$ cat src/rtl/wams_pkg.sv
// Shared types, codes and default sizes of the weekday alarm melody sequencer.
// Used by the top level, wams_ctrl and wams_datapath; depends on nothing.
package wams_pkg;

   localparam int DEFAULT_NUM_ALARMS = 3;
   localparam int DEFAULT_MAX_NOTES  = 32;
   localparam int MS_PER_SECOND      = 1000;

   localparam int SETTING_WIDTH   = 34;
   localparam int SETTING_REGS    = 3;
   localparam int NOTE_WORD_WIDTH = 32;

   typedef logic [SETTING_WIDTH-1:0] setting_type;

   typedef enum logic [1:0] {
      FUNC_TICK       = 2'd0,
      FUNC_STOP_ALL   = 2'd1,
      FUNC_SET_ENABLE = 2'd2,
      FUNC_LOAD_NOTE  = 2'd3
   } func_type;

   typedef enum logic [1:0] {
      CSR_ALARM_ZERO = 2'd0,
      CSR_ALARM_ONE  = 2'd1,
      CSR_ALARM_TWO  = 2'd2,
      CSR_NOTE_COUNT = 2'd3
   } csr_index_type;

   typedef enum logic [2:0] {
      ST_IDLE,
      ST_EXEC,
      ST_READ,
      ST_EVAL,
      ST_EMIT
   } state_type;

   typedef struct packed {
      logic load_item;
      logic exec_op;
      logic read_alarm;
      logic eval_alarm;
      logic next_alarm;
      logic emit;
   } command_type;

   typedef struct packed {
      logic req_tick;
      logic last_alarm;
   } status_type;

endpackage

$ cat src/rtl/weekday_alarm_melody_sequencer.sv
// Top level of the weekday alarm melody sequencer: register file and glue.
// Depends on wams_pkg, wams_ctrl, wams_datapath (which holds wams_ram).
//
//   Channel   Signals                               Direction   Beat
//   req_      req_valid/req_ready + item fields     in          one item
//   rsp_      rsp_valid/rsp_ready + result fields   out         one result
//   csr_      psel/penable/pwrite/paddr/pwdata      in/out      one register write or read
//
// A tick beat passes through a read state and an evaluate state for each alarm, then the
// emit state: each alarm addresses the note table in its read state, whose read is
// registered, and evaluates its duration and melody step in the next, building on the last.
// Other items pass through the execute state and then the emit state. The next request beat
// is taken in the cycle after a result is registered, so no item is taken while one is in
// flight. Reset clears control and alarm state but not the note table; a result that is not
// taken holds the block in its emit state.
module weekday_alarm_melody_sequencer #(
   parameter int NUM_ALARMS = wams_pkg::DEFAULT_NUM_ALARMS,
   parameter int MAX_NOTES  = wams_pkg::DEFAULT_MAX_NOTES
) (
   input  logic        clock,
   input  logic        reset,

   input  logic        req_valid,
   output logic        req_ready,
   input  logic [1:0]  req_func,
   input  logic [4:0]  req_hour,
   input  logic [5:0]  req_minute,
   input  logic [2:0]  req_weekday,
   input  logic [31:0] req_now_ms,
   input  logic [1:0]  req_alarm_index,
   input  logic        req_enable,
   input  logic [4:0]  req_note_index,
   input  logic [15:0] req_note_freq,
   input  logic [15:0] req_note_ms,

   output logic        rsp_valid,
   input  logic        rsp_ready,
   output logic [15:0] rsp_buzzer_freq,
   output logic        rsp_buzzer_on,
   output logic [2:0]  rsp_sounding_mask,
   output logic [2:0]  rsp_started_mask,
   output logic [2:0]  rsp_ended_mask,

   input  logic        csr_psel,
   input  logic        csr_penable,
   input  logic        csr_pwrite,
   input  logic [4:0]  csr_paddr,
   input  logic [63:0] csr_pwdata,
   output logic [63:0] csr_prdata,
   output logic        csr_pready
);

   // Registers sit eight bytes apart, so the index is taken from address bits 4:3.
   wams_pkg::setting_type [wams_pkg::SETTING_REGS-1:0] setting_ff, setting_in;
   logic [5:0] note_count_ff, note_count_in;
   wams_pkg::csr_index_type csr_index;
   logic csr_write;

   wams_pkg::command_type cmd;
   wams_pkg::status_type  status;

   assign csr_pready = 1'b1;
   assign csr_index  = wams_pkg::csr_index_type'(csr_paddr[4:3]);
   assign csr_write  = csr_psel && csr_penable && csr_pwrite;

   always_comb begin
      setting_in    = setting_ff;
      note_count_in = note_count_ff;
      if (csr_write) begin
         case (csr_index)
            wams_pkg::CSR_ALARM_ZERO: setting_in[0] = csr_pwdata[33:0];
            wams_pkg::CSR_ALARM_ONE:  setting_in[1] = csr_pwdata[33:0];
            wams_pkg::CSR_ALARM_TWO:  setting_in[2] = csr_pwdata[33:0];
            wams_pkg::CSR_NOTE_COUNT: note_count_in = csr_pwdata[5:0];
            default: begin
               note_count_in = note_count_ff;
            end
         endcase
      end
   end

   always_comb begin
      case (csr_index)
         wams_pkg::CSR_ALARM_ZERO: csr_prdata = 64'(setting_ff[0]);
         wams_pkg::CSR_ALARM_ONE:  csr_prdata = 64'(setting_ff[1]);
         wams_pkg::CSR_ALARM_TWO:  csr_prdata = 64'(setting_ff[2]);
         wams_pkg::CSR_NOTE_COUNT: csr_prdata = 64'(note_count_ff);
         default:                  csr_prdata = '0;
      endcase
   end

   // The note count comes out of reset as one, so the melody repeats its first note.
   always_ff @(posedge clock) begin
      if (reset) begin
         setting_ff    <= '0;
         note_count_ff <= 6'd1;
      end else begin
         setting_ff    <= setting_in;
         note_count_ff <= note_count_in;
      end
   end

   wams_ctrl u_ctrl (
      .clock    (clock),
      .reset    (reset),
      .req_valid(req_valid),
      .req_ready(req_ready),
      .rsp_valid(rsp_valid),
      .rsp_ready(rsp_ready),
      .status   (status),
      .cmd      (cmd)
   );

   wams_datapath #(
      .NUM_ALARMS(NUM_ALARMS),
      .MAX_NOTES (MAX_NOTES)
   ) u_datapath (
      .clock            (clock),
      .reset            (reset),
      .cmd              (cmd),
      .status           (status),
      .alarm_setting    (setting_ff),
      .note_count       (note_count_ff),
      .req_func         (req_func),
      .req_hour         (req_hour),
      .req_minute       (req_minute),
      .req_weekday      (req_weekday),
      .req_now_ms       (req_now_ms),
      .req_alarm_index  (req_alarm_index),
      .req_enable       (req_enable),
      .req_note_index   (req_note_index),
      .req_note_freq    (req_note_freq),
      .req_note_ms      (req_note_ms),
      .rsp_buzzer_freq  (rsp_buzzer_freq),
      .rsp_buzzer_on    (rsp_buzzer_on),
      .rsp_sounding_mask(rsp_sounding_mask),
      .rsp_started_mask (rsp_started_mask),
      .rsp_ended_mask   (rsp_ended_mask)
   );

endmodule

$ cat src/rtl/wams_ram.sv
// Generic single write port, single read port RAM with a registered read.
// Stands alone; holds the melody note table.
module wams_ram #(
   parameter int WIDTH = 32,
   parameter int DEPTH = 32,
   localparam int AW = (DEPTH > 1) ? $clog2(DEPTH) : 1
) (
   input  logic             clock,
   input  logic             wr_en,
   input  logic [AW-1:0]    wr_addr,
   input  logic [WIDTH-1:0] wr_data,
   input  logic [AW-1:0]    rd_addr,
   output logic [WIDTH-1:0] rd_data
);

   logic [WIDTH-1:0] mem [DEPTH];
   logic [WIDTH-1:0] rd_data_ff;

   always_ff @(posedge clock) begin
      if (wr_en) begin
         mem[wr_addr] <= wr_data;
      end
      rd_data_ff <= mem[rd_addr];
   end

   assign rd_data = rd_data_ff;

endmodule

$ cat src/rtl/wams_ctrl.sv
// Sequencing state machine of the weekday alarm melody sequencer.
// Depends on wams_pkg; drives the datapath through command and status structs.
module wams_ctrl (
   input  logic                 clock,
   input  logic                 reset,
   input  logic                 req_valid,
   output logic                 req_ready,
   output logic                 rsp_valid,
   input  logic                 rsp_ready,
   input  wams_pkg::status_type status,
   output wams_pkg::command_type cmd
);

   wams_pkg::state_type state_ff, state_in;
   logic rsp_valid_ff, rsp_valid_in;
   logic out_free;

   assign out_free = !rsp_valid_ff || rsp_ready;

   always_comb begin
      state_in = state_ff;
      case (state_ff)
         wams_pkg::ST_IDLE: begin
            if (req_valid) begin
               state_in = status.req_tick ? wams_pkg::ST_READ : wams_pkg::ST_EXEC;
            end
         end
         wams_pkg::ST_EXEC: begin
            state_in = wams_pkg::ST_EMIT;
         end
         wams_pkg::ST_READ: begin
            state_in = wams_pkg::ST_EVAL;
         end
         wams_pkg::ST_EVAL: begin
            state_in = status.last_alarm ? wams_pkg::ST_EMIT : wams_pkg::ST_READ;
         end
         wams_pkg::ST_EMIT: begin
            if (out_free) begin
               state_in = wams_pkg::ST_IDLE;
            end
         end
         default: begin
            state_in = wams_pkg::ST_IDLE;
         end
      endcase
   end

   always_comb begin
      cmd            = '0;
      req_ready      = 1'b0;
      cmd.load_item  = 1'b0;
      case (state_ff)
         wams_pkg::ST_IDLE: begin
            req_ready     = 1'b1;
            cmd.load_item = req_valid;
         end
         wams_pkg::ST_EXEC: begin
            cmd.exec_op = 1'b1;
         end
         wams_pkg::ST_READ: begin
            cmd.read_alarm = 1'b1;
         end
         wams_pkg::ST_EVAL: begin
            cmd.eval_alarm = 1'b1;
            cmd.next_alarm = !status.last_alarm;
         end
         wams_pkg::ST_EMIT: begin
            cmd.emit = out_free;
         end
         default: begin
            cmd = '0;
         end
      endcase
   end

   always_comb begin
      rsp_valid_in = rsp_valid_ff;
      if (cmd.emit) begin
         rsp_valid_in = 1'b1;
      end else if (rsp_ready) begin
         rsp_valid_in = 1'b0;
      end
   end

   always_ff @(posedge clock) begin
      if (reset) begin
         state_ff     <= wams_pkg::ST_IDLE;
         rsp_valid_ff <= 1'b0;
      end else begin
         state_ff     <= state_in;
         rsp_valid_ff <= rsp_valid_in;
      end
   end

   assign rsp_valid = rsp_valid_ff;

endmodule

$ cat src/rtl/wams_datapath.sv
// Alarm state, melody stepper, note table and result register of the sequencer.
// Depends on wams_pkg and wams_ram; steered by wams_ctrl.
module wams_datapath #(
   parameter int NUM_ALARMS = wams_pkg::DEFAULT_NUM_ALARMS,
   parameter int MAX_NOTES  = wams_pkg::DEFAULT_MAX_NOTES
) (
   input  logic                  clock,
   input  logic                  reset,
   input  wams_pkg::command_type cmd,
   output wams_pkg::status_type  status,
   input  wams_pkg::setting_type [wams_pkg::SETTING_REGS-1:0] alarm_setting,
   input  logic [5:0]            note_count,
   input  logic [1:0]            req_func,
   input  logic [4:0]            req_hour,
   input  logic [5:0]            req_minute,
   input  logic [2:0]            req_weekday,
   input  logic [31:0]           req_now_ms,
   input  logic [1:0]            req_alarm_index,
   input  logic                  req_enable,
   input  logic [4:0]            req_note_index,
   input  logic [15:0]           req_note_freq,
   input  logic [15:0]           req_note_ms,
   output logic [15:0]           rsp_buzzer_freq,
   output logic                  rsp_buzzer_on,
   output logic [2:0]            rsp_sounding_mask,
   output logic [2:0]            rsp_started_mask,
   output logic [2:0]            rsp_ended_mask
);

   localparam int IW = (NUM_ALARMS > 1) ? $clog2(NUM_ALARMS) : 1;
   localparam int AW = (MAX_NOTES > 1) ? $clog2(MAX_NOTES) : 1;

   // Latched item
   wams_pkg::func_type func_ff;
   logic [4:0]  hour_ff;
   logic [5:0]  minute_ff;
   logic [2:0]  weekday_ff;
   logic [31:0] now_ff;
   logic [1:0]  alarm_index_ff;
   logic        enable_ff;
   logic [4:0]  note_index_ff;
   logic [15:0] note_freq_ff;
   logic [15:0] note_ms_ff;

   // Alarm and melody state
   logic [NUM_ALARMS-1:0] enabled_ff, enabled_in;
   logic [NUM_ALARMS-1:0] fired_ff, fired_in;
   logic [NUM_ALARMS-1:0] sounding_ff, sounding_in;
   logic [NUM_ALARMS-1:0][31:0] start_ms_ff, start_ms_in;
   logic [NUM_ALARMS-1:0] started_ff, started_in;
   logic [NUM_ALARMS-1:0] ended_ff, ended_in;
   logic [AW-1:0]  pos_ff, pos_in;
   logic [31:0]    last_change_ff, last_change_in;
   logic [15:0]    tone_freq_ff, tone_freq_in;
   logic           tone_active_ff, tone_active_in;
   logic [IW-1:0]  alarm_cnt_ff, alarm_cnt_in;
   logic [31:0]    elapsed_ff, elapsed_in;
   logic [25:0]    limit_ff, limit_in;

   // Result register
   logic [15:0] rsp_freq_ff;
   logic        rsp_on_ff;
   logic [2:0]  rsp_sounding_ff, rsp_started_ff, rsp_ended_ff;

   wams_pkg::setting_type cur_setting;
   logic [31:0] cur_start;
   logic [7:0]  day_bits;
   logic        start_now;
   logic [8:0]  notes_n;
   logic [8:0]  pos_plus;
   logic [8:0]  note_idx_ext;
   logic        ram_we;
   logic [wams_pkg::NOTE_WORD_WIDTH-1:0] ram_rdata;
   logic [15:0] rd_freq, rd_len;

   assign status.req_tick   = (wams_pkg::func_type'(req_func) == wams_pkg::FUNC_TICK);
   assign status.last_alarm = (alarm_cnt_ff == IW'(NUM_ALARMS - 1));

   assign note_idx_ext = 9'(note_index_ff);
   assign ram_we = cmd.exec_op && (func_ff == wams_pkg::FUNC_LOAD_NOTE)
                   && (note_idx_ext < 9'(MAX_NOTES));

   wams_ram #(
      .WIDTH(wams_pkg::NOTE_WORD_WIDTH),
      .DEPTH(MAX_NOTES)
   ) u_note_ram (
      .clock  (clock),
      .wr_en  (ram_we),
      .wr_addr(note_idx_ext[AW-1:0]),
      .wr_data({note_freq_ff, note_ms_ff}),
      .rd_addr(pos_ff),
      .rd_data(ram_rdata)
   );

   assign rd_freq = ram_rdata[31:16];
   assign rd_len  = ram_rdata[15:0];

   always_comb begin
      cur_setting = '0;
      cur_start   = '0;
      for (int i = 0; i < NUM_ALARMS; i++) begin
         if (alarm_cnt_ff == IW'(i)) begin
            cur_setting = alarm_setting[i];
            cur_start   = start_ms_ff[i];
         end
      end
   end

   // A weekday of seven finds the padding bit and so matches nothing.
   assign day_bits  = {1'b0, cur_setting[17:11]};
   assign start_now = enabled_ff[alarm_cnt_ff] && day_bits[weekday_ff]
                      && !fired_ff[alarm_cnt_ff]
                      && (hour_ff == cur_setting[4:0]) && (minute_ff == cur_setting[10:5]);

   always_comb begin
      notes_n = 9'(note_count);
      if (note_count == 6'd0) begin
         notes_n = 9'd1;
      end else if (notes_n > 9'(MAX_NOTES)) begin
         notes_n = 9'(MAX_NOTES);
      end
   end

   assign pos_plus = 9'(pos_ff) + 9'd1;

   always_comb begin
      enabled_in     = enabled_ff;
      fired_in       = fired_ff;
      sounding_in    = sounding_ff;
      start_ms_in    = start_ms_ff;
      started_in     = started_ff;
      ended_in       = ended_ff;
      pos_in         = pos_ff;
      last_change_in = last_change_ff;
      tone_freq_in   = tone_freq_ff;
      tone_active_in = tone_active_ff;
      alarm_cnt_in   = alarm_cnt_ff;
      elapsed_in     = elapsed_ff;
      limit_in       = limit_ff;

      if (cmd.load_item) begin
         started_in   = '0;
         ended_in     = '0;
         alarm_cnt_in = '0;
         if (status.req_tick && req_hour == 5'd0 && req_minute == 6'd0) begin
            fired_in = '0;
         end
      end

      if (cmd.exec_op) begin
         case (func_ff)
            wams_pkg::FUNC_STOP_ALL: begin
               sounding_in    = '0;
               tone_active_in = 1'b0;
               tone_freq_in   = '0;
               pos_in         = '0;
               last_change_in = '0;
            end
            wams_pkg::FUNC_SET_ENABLE: begin
               for (int i = 0; i < NUM_ALARMS; i++) begin
                  if (alarm_index_ff == 2'(i)) begin
                     if (enable_ff) begin
                        enabled_in[i] = 1'b1;
                     end else begin
                        enabled_in[i]  = 1'b0;
                        sounding_in[i] = 1'b0;
                        tone_active_in = 1'b0;
                        tone_freq_in   = '0;
                        pos_in         = '0;
                        last_change_in = '0;
                     end
                  end
               end
            end
            default: begin
               enabled_in = enabled_ff;
            end
         endcase
      end

      if (cmd.read_alarm) begin
         limit_in = 26'(cur_setting[33:18]) * 26'(wams_pkg::MS_PER_SECOND);
         if (start_now) begin
            sounding_in[alarm_cnt_ff] = 1'b1;
            fired_in[alarm_cnt_ff]    = 1'b1;
            started_in[alarm_cnt_ff]  = 1'b1;
            for (int i = 0; i < NUM_ALARMS; i++) begin
               if (alarm_cnt_ff == IW'(i)) begin
                  start_ms_in[i] = now_ff;
               end
            end
            elapsed_in = '0;
         end else begin
            elapsed_in = now_ff - cur_start;
         end
      end

      if (cmd.eval_alarm && sounding_ff[alarm_cnt_ff]) begin
         if (elapsed_ff <= 32'(limit_ff)) begin
            if ((now_ff - last_change_ff) >= 32'(rd_len)) begin
               tone_freq_in   = rd_freq;
               tone_active_in = (rd_freq != 16'd0);
               last_change_in = now_ff;
               pos_in         = (pos_plus >= notes_n) ? '0 : pos_plus[AW-1:0];
            end
         end else begin
            sounding_in[alarm_cnt_ff] = 1'b0;
            ended_in[alarm_cnt_ff]    = 1'b1;
            tone_active_in = 1'b0;
            tone_freq_in   = '0;
            pos_in         = '0;
            last_change_in = '0;
         end
      end

      if (cmd.next_alarm) begin
         alarm_cnt_in = alarm_cnt_ff + IW'(1);
      end
   end

   always_ff @(posedge clock) begin
      if (reset) begin
         enabled_ff     <= '0;
         fired_ff       <= '0;
         sounding_ff    <= '0;
         start_ms_ff    <= '0;
         started_ff     <= '0;
         ended_ff       <= '0;
         pos_ff         <= '0;
         last_change_ff <= '0;
         tone_freq_ff   <= '0;
         tone_active_ff <= 1'b0;
         alarm_cnt_ff   <= '0;
      end else begin
         enabled_ff     <= enabled_in;
         fired_ff       <= fired_in;
         sounding_ff    <= sounding_in;
         start_ms_ff    <= start_ms_in;
         started_ff     <= started_in;
         ended_ff       <= ended_in;
         pos_ff         <= pos_in;
         last_change_ff <= last_change_in;
         tone_freq_ff   <= tone_freq_in;
         tone_active_ff <= tone_active_in;
         alarm_cnt_ff   <= alarm_cnt_in;
      end
   end

   always_ff @(posedge clock) begin
      elapsed_ff <= elapsed_in;
      limit_ff   <= limit_in;
      if (cmd.load_item) begin
         func_ff        <= wams_pkg::func_type'(req_func);
         hour_ff        <= req_hour;
         minute_ff      <= req_minute;
         weekday_ff     <= req_weekday;
         now_ff         <= req_now_ms;
         alarm_index_ff <= req_alarm_index;
         enable_ff      <= req_enable;
         note_index_ff  <= req_note_index;
         note_freq_ff   <= req_note_freq;
         note_ms_ff     <= req_note_ms;
      end
      if (cmd.emit) begin
         rsp_freq_ff     <= tone_active_ff ? tone_freq_ff : 16'd0;
         rsp_on_ff       <= tone_active_ff;
         rsp_sounding_ff <= 3'(sounding_ff);
         rsp_started_ff  <= 3'(started_ff);
         rsp_ended_ff    <= 3'(ended_ff);
      end
   end

   assign rsp_buzzer_freq   = rsp_freq_ff;
   assign rsp_buzzer_on     = rsp_on_ff;
   assign rsp_sounding_mask = rsp_sounding_ff;
   assign rsp_started_mask  = rsp_started_ff;
   assign rsp_ended_mask    = rsp_ended_ff;

endmodule
$ cat config.mk
export PLATFORM = sky130hd
export DESIGN_NAME = weekday_alarm_melody_sequencer
export DESIGN_NICKNAME = d
export VERILOG_FILES = /design/src/rtl/wams_pkg.sv /design/src/rtl/weekday_alarm_melody_sequencer.sv /design/src/rtl/wams_ram.sv /design/src/rtl/wams_ctrl.sv /design/src/rtl/wams_datapath.sv
export SDC_FILE = /design/constraint.sdc
export NUM_CORES = 2
export LEC_CHECK = 0
export BUFFER_PORTS_ARGS = -buffer_cell sky130_fd_sc_hd__buf_2
export CORE_MARGIN = 4
export CORE_UTILIZATION = 55
export DETAILED_ROUTE_END_ITERATION = 8
export PLACE_DENSITY = 0.79
export SLEW_MARGIN = 5
export SYNTH_ARGS = -nofsm -noshare
export SYNTH_HDL_FRONTEND = slang
export SYNTH_SLANG_ARGS = --single-unit
export TNS_END_PERCENT = 10
$ cat constraint.sdc
create_clock -name clock -period 9.6 [get_ports clock]
set_input_delay 0 -clock clock [delete_from_list [all_inputs] [get_ports clock]]
set_output_delay 0 -clock clock [all_outputs]
set_load 0.02 [all_outputs]
==> impl_results.md <==
* Status: finished clean
* Clock root cell: clkbuf_16
* Core box area at 116400 um^2
* First-pass GRT wire length at 257500 um
* Clk slew on worst S/H paths at 0.07 ns
* Hold Crit Class: in -> reg
* Crit end category: flop
* Violation count after the first detailed-route iteration at 4715
* Number of max-cap violations at 0
* Worst EP required at 10.12 ns
* Gr usage total at 0.2814
* Hold_buf cts at 221
* Largest family of logic cells by synthesized area: multiplexers
* CTS tree: done
* YS warnings at 0
* XOR/XNOR Fraction of Synth Area at 0.01220
* Die height at 350.7 um
* Multiplexer share of the synthesized area at 0.1201
* Worst-margin pin slew at 1.296 ns
* FILL cells at 7872
* Worst path max stage delay at 0.70 ns
* Inst Count DP at 6033
* Worst setup SP type: flop
* Post-detail-place hpwl at 93270 um
* Total negative slack at 0 ns
* Critical path fanouts, max at 62
* TritonRoute pass-1 iters at 6
* Setup Skew at 0.05301 ns
* Most frequent cells in the layout: edfxtp_1, nand2_1, a21oi_1
* Area Overhead vs Synth at 15.82%
* Largest net degree at the start of global routing at 145
* Most used DFF post-synth: edfxtp_1
* Setup bufs post-CTS at 0
* Slowest library cell on the worst path: buf_4
* Fmax at 0.1511 GHz
* Die width at 350.7 um
* GRT Residual Overflow at 0
* DIE AREA at 123000 um^2
* Final #Nets at 5259
* Tmin final at 6.619 ns
* Starting Density at 0.5551
* Distinct cells, synth at 80
* Final Cycle Share at 0.6895
* WL per Instance at 26.36 um
* H-tree depth at 4
* TritonCTS Buffers at 151
* Static Leakage at 25.64 nW
* Slew margin rel. at 0.1315
* Yosys reg bits at 1504
* Syn Area/Cell at 14.40 um^2
* Via count at 40.87k
* Total wire length at 172400 um
* Crit path arrival time at 7.14 ns
* Synthesized area at 64600 um^2
* RSZ-0062 raised after global routing: false
* Clk sinks at 1504
* Post-synthesis compound-gate area fraction at 0.06859
* Final ANT Viol Nets at 0
* Setup crit start: u_datapath.alarm_cnt_ff[0]
* Non-filler cells, final at 6541
* Antenna violations before repair at 13
* Final setup viols at 0
* Final core utilization at 0.6429
* Fraction of layout cells with a size suffix above 1 at 0.1740
* I/O Buffers at 192
* Cell mode on critical path: inv_1
* Via density at 6.248
* Post-synth EDFFs at 1193
* Hold Startpoint: req_now_ms[23]
* Final hold violation count at 0
* Clock latency on the worst-skew pair at 0.79 ns
* Adder-Cell Fraction of Synth Area at 0.04703
* Via count of the first global-routing pass at 41.41k
* Slew Viols, Final at 0
* Pwr Density at 187.9 nW/um^2
* Remaining DRCs at 0
* Synth Instances at 4487
* Ports at 257
* Synth Area in Simple Gates at 0.07273
* Sequential fraction of the synthesis area at 0.6510
* Longest Clk Path Bufs at 3
* Worst R2R Start: u_datapath.alarm_cnt_ff[0]
* CTS resizes at 0
* Placer congestion estimate at 0.8823
* Type of the worst setup path: reg -> reg
* Async SR Flop Fraction at 0
* Rows at 125
* Worst vdd ir at 0.1850 mV
* Commonest non-fill, non-tap cell in the layout: edfxtp_1
-- cells in the mapped netlist (6+ instances only) --
| cell | count | area [um^2] |
|---|---|---|
| a211oi_1 | 24 | 180.2 |
| a21o_1 | 41 | 307.8 |
| a21oi_1 | 377 | 1887 |
| a31oi_1 | 22 | 137.6 |
| and2_1 | 23 | 143.9 |
| and3_1 | 19 | 118.9 |
| buf_1 | 39 | 146.4 |
| buf_4 | 31 | 232.7 |
| clkbuf_1 | 186 | 698.2 |
| dfxtp_1 | 311 | 6226 |
| edfxtp_1 | 1193 | 35820 |
| fa_1 | 50 | 1001 |
| ha_1 | 162 | 2027 |
| inv_1 | 184 | 690.7 |
| mux2i_1 | 48 | 480.5 |
| mux4_2 | 322 | 7252 |
| nand2_1 | 700 | 2628 |
| nand2b_1 | 21 | 131.4 |
| nand3_1 | 20 | 100.1 |
| nand4_1 | 16 | 100.1 |
| nor2_1 | 221 | 829.6 |
| nor2b_1 | 15 | 93.84 |
| nor3_1 | 29 | 145.1 |
| nor4_1 | 16 | 100.1 |
| o211a_1 | 6 | 60.06 |
| o211ai_1 | 35 | 262.8 |
| o21a_1 | 24 | 180.2 |
| o21ai_0 | 91 | 455.4 |
| o21ai_1 | 8 | 40.04 |
| o21bai_1 | 7 | 52.55 |
| o2bb2ai_1 | 27 | 236.5 |
| o31a_1 | 7 | 61.31 |
| o31ai_1 | 9 | 67.56 |
| or2_2 | 6 | 37.54 |
| or3_1 | 12 | 75.07 |
| xnor2_1 | 42 | 367.9 |
| xor2_1 | 48 | 420.4 |
-- layout make-up --
class	count	area, um^2	share of cell area
inverters	186	703.2	0.009399
flip-flops and latches	1504	42060	0.5622
clock buffers	199	4144	0.05539
repair buffers	478	3705	0.04952
well taps	1524	1907	0.02549
clock inverters	82	1137	0.01520
diodes	6	15.01	0.0002007
multi-input cells	2562	21140	0.2825
-- through the flow --
step                      hold WS (ns)  total power, mW  worst slack [ns]  instance area, um^2
after global placement          0.1764            7.838             3.103                67300
after global routing           0.03177            14.48             2.412                74810
after floorplan                0.09887            7.667             3.054                64700
after detailed placement        0.1781            7.856             3.083                67300
after CTS                     0.001143            14.10             3.016                74800
final                          0.03229            14.06             2.981                74810
-- flip-flops by register name (all words and copies together), names as in the netlist, 23 cells and up --
name and count:
setting_ff 102, u_datapath.elapsed_ff 32, u_datapath.last_change_ff 32, u_datapath.limit_ff 23
u_datapath.now_ff 32, u_datapath.start_ms_ff 96, u_datapath.u_note_ram.mem 1024, u_datapath.u_note_ram.rd_data 32
-- worst paths after layout --
kind	to	slack [ns]	depth (start not counted)
max	u_datapath.limit_ff[25]	2.98	25
min	u_datapath.now_ff[23]	0.03	2
max reg2reg	u_datapath.limit_ff[25]	2.98	25
min reg2reg	u_datapath.rsp_started_mask[0]	0.43	0
-- critical path: cells and delay by family (launching register included) --
| kind | cells | cell delay, ns |
|---|---|---|
| flops | 1 | 0.41 |
| simple gates | 5 | 0.54 |
| buf+inv | 5 | 1.18 |
| fa+ha+maj | 6 | 2.39 |
| xor+xnor | 1 | 0.12 |
| compound gates | 8 | 1.73 |
-- metal layers --
layer	GRT usage	up-vias	share of wire
met5	0	-	0.00023
met4	0.1336	6	0.049
met3	0.04761	572	0.092
met2	0.4769	2459	0.51
met1	0.3567	20300	0.35
li1	-	17530	-
-- power by group --
part           internal, mW  switching, mW  total [mW]  leakage [nW]
clock                  3.63           2.63        6.26          2.57
combinational         0.223          0.317       0.541          9.73
sequential             7.13          0.137        7.26          13.3
total                  11.0           3.08        14.1          25.6
-- cell families (layout without fill, tap and decap cells) --
| group | count (synthesis) | count (layout) |
|---|---|---|
| xor+xnor | 90 | 90 |
| other cells | 2 | 37 |
| mux | 372 | 372 |
| simple gates | 1122 | 1122 |
| flops | 1504 | 1504 |
| compound gates | 734 | 734 |
| fa+ha+maj | 213 | 213 |
| buf+inv | 450 | 945 |
Power figures use the tool's default switching activity.
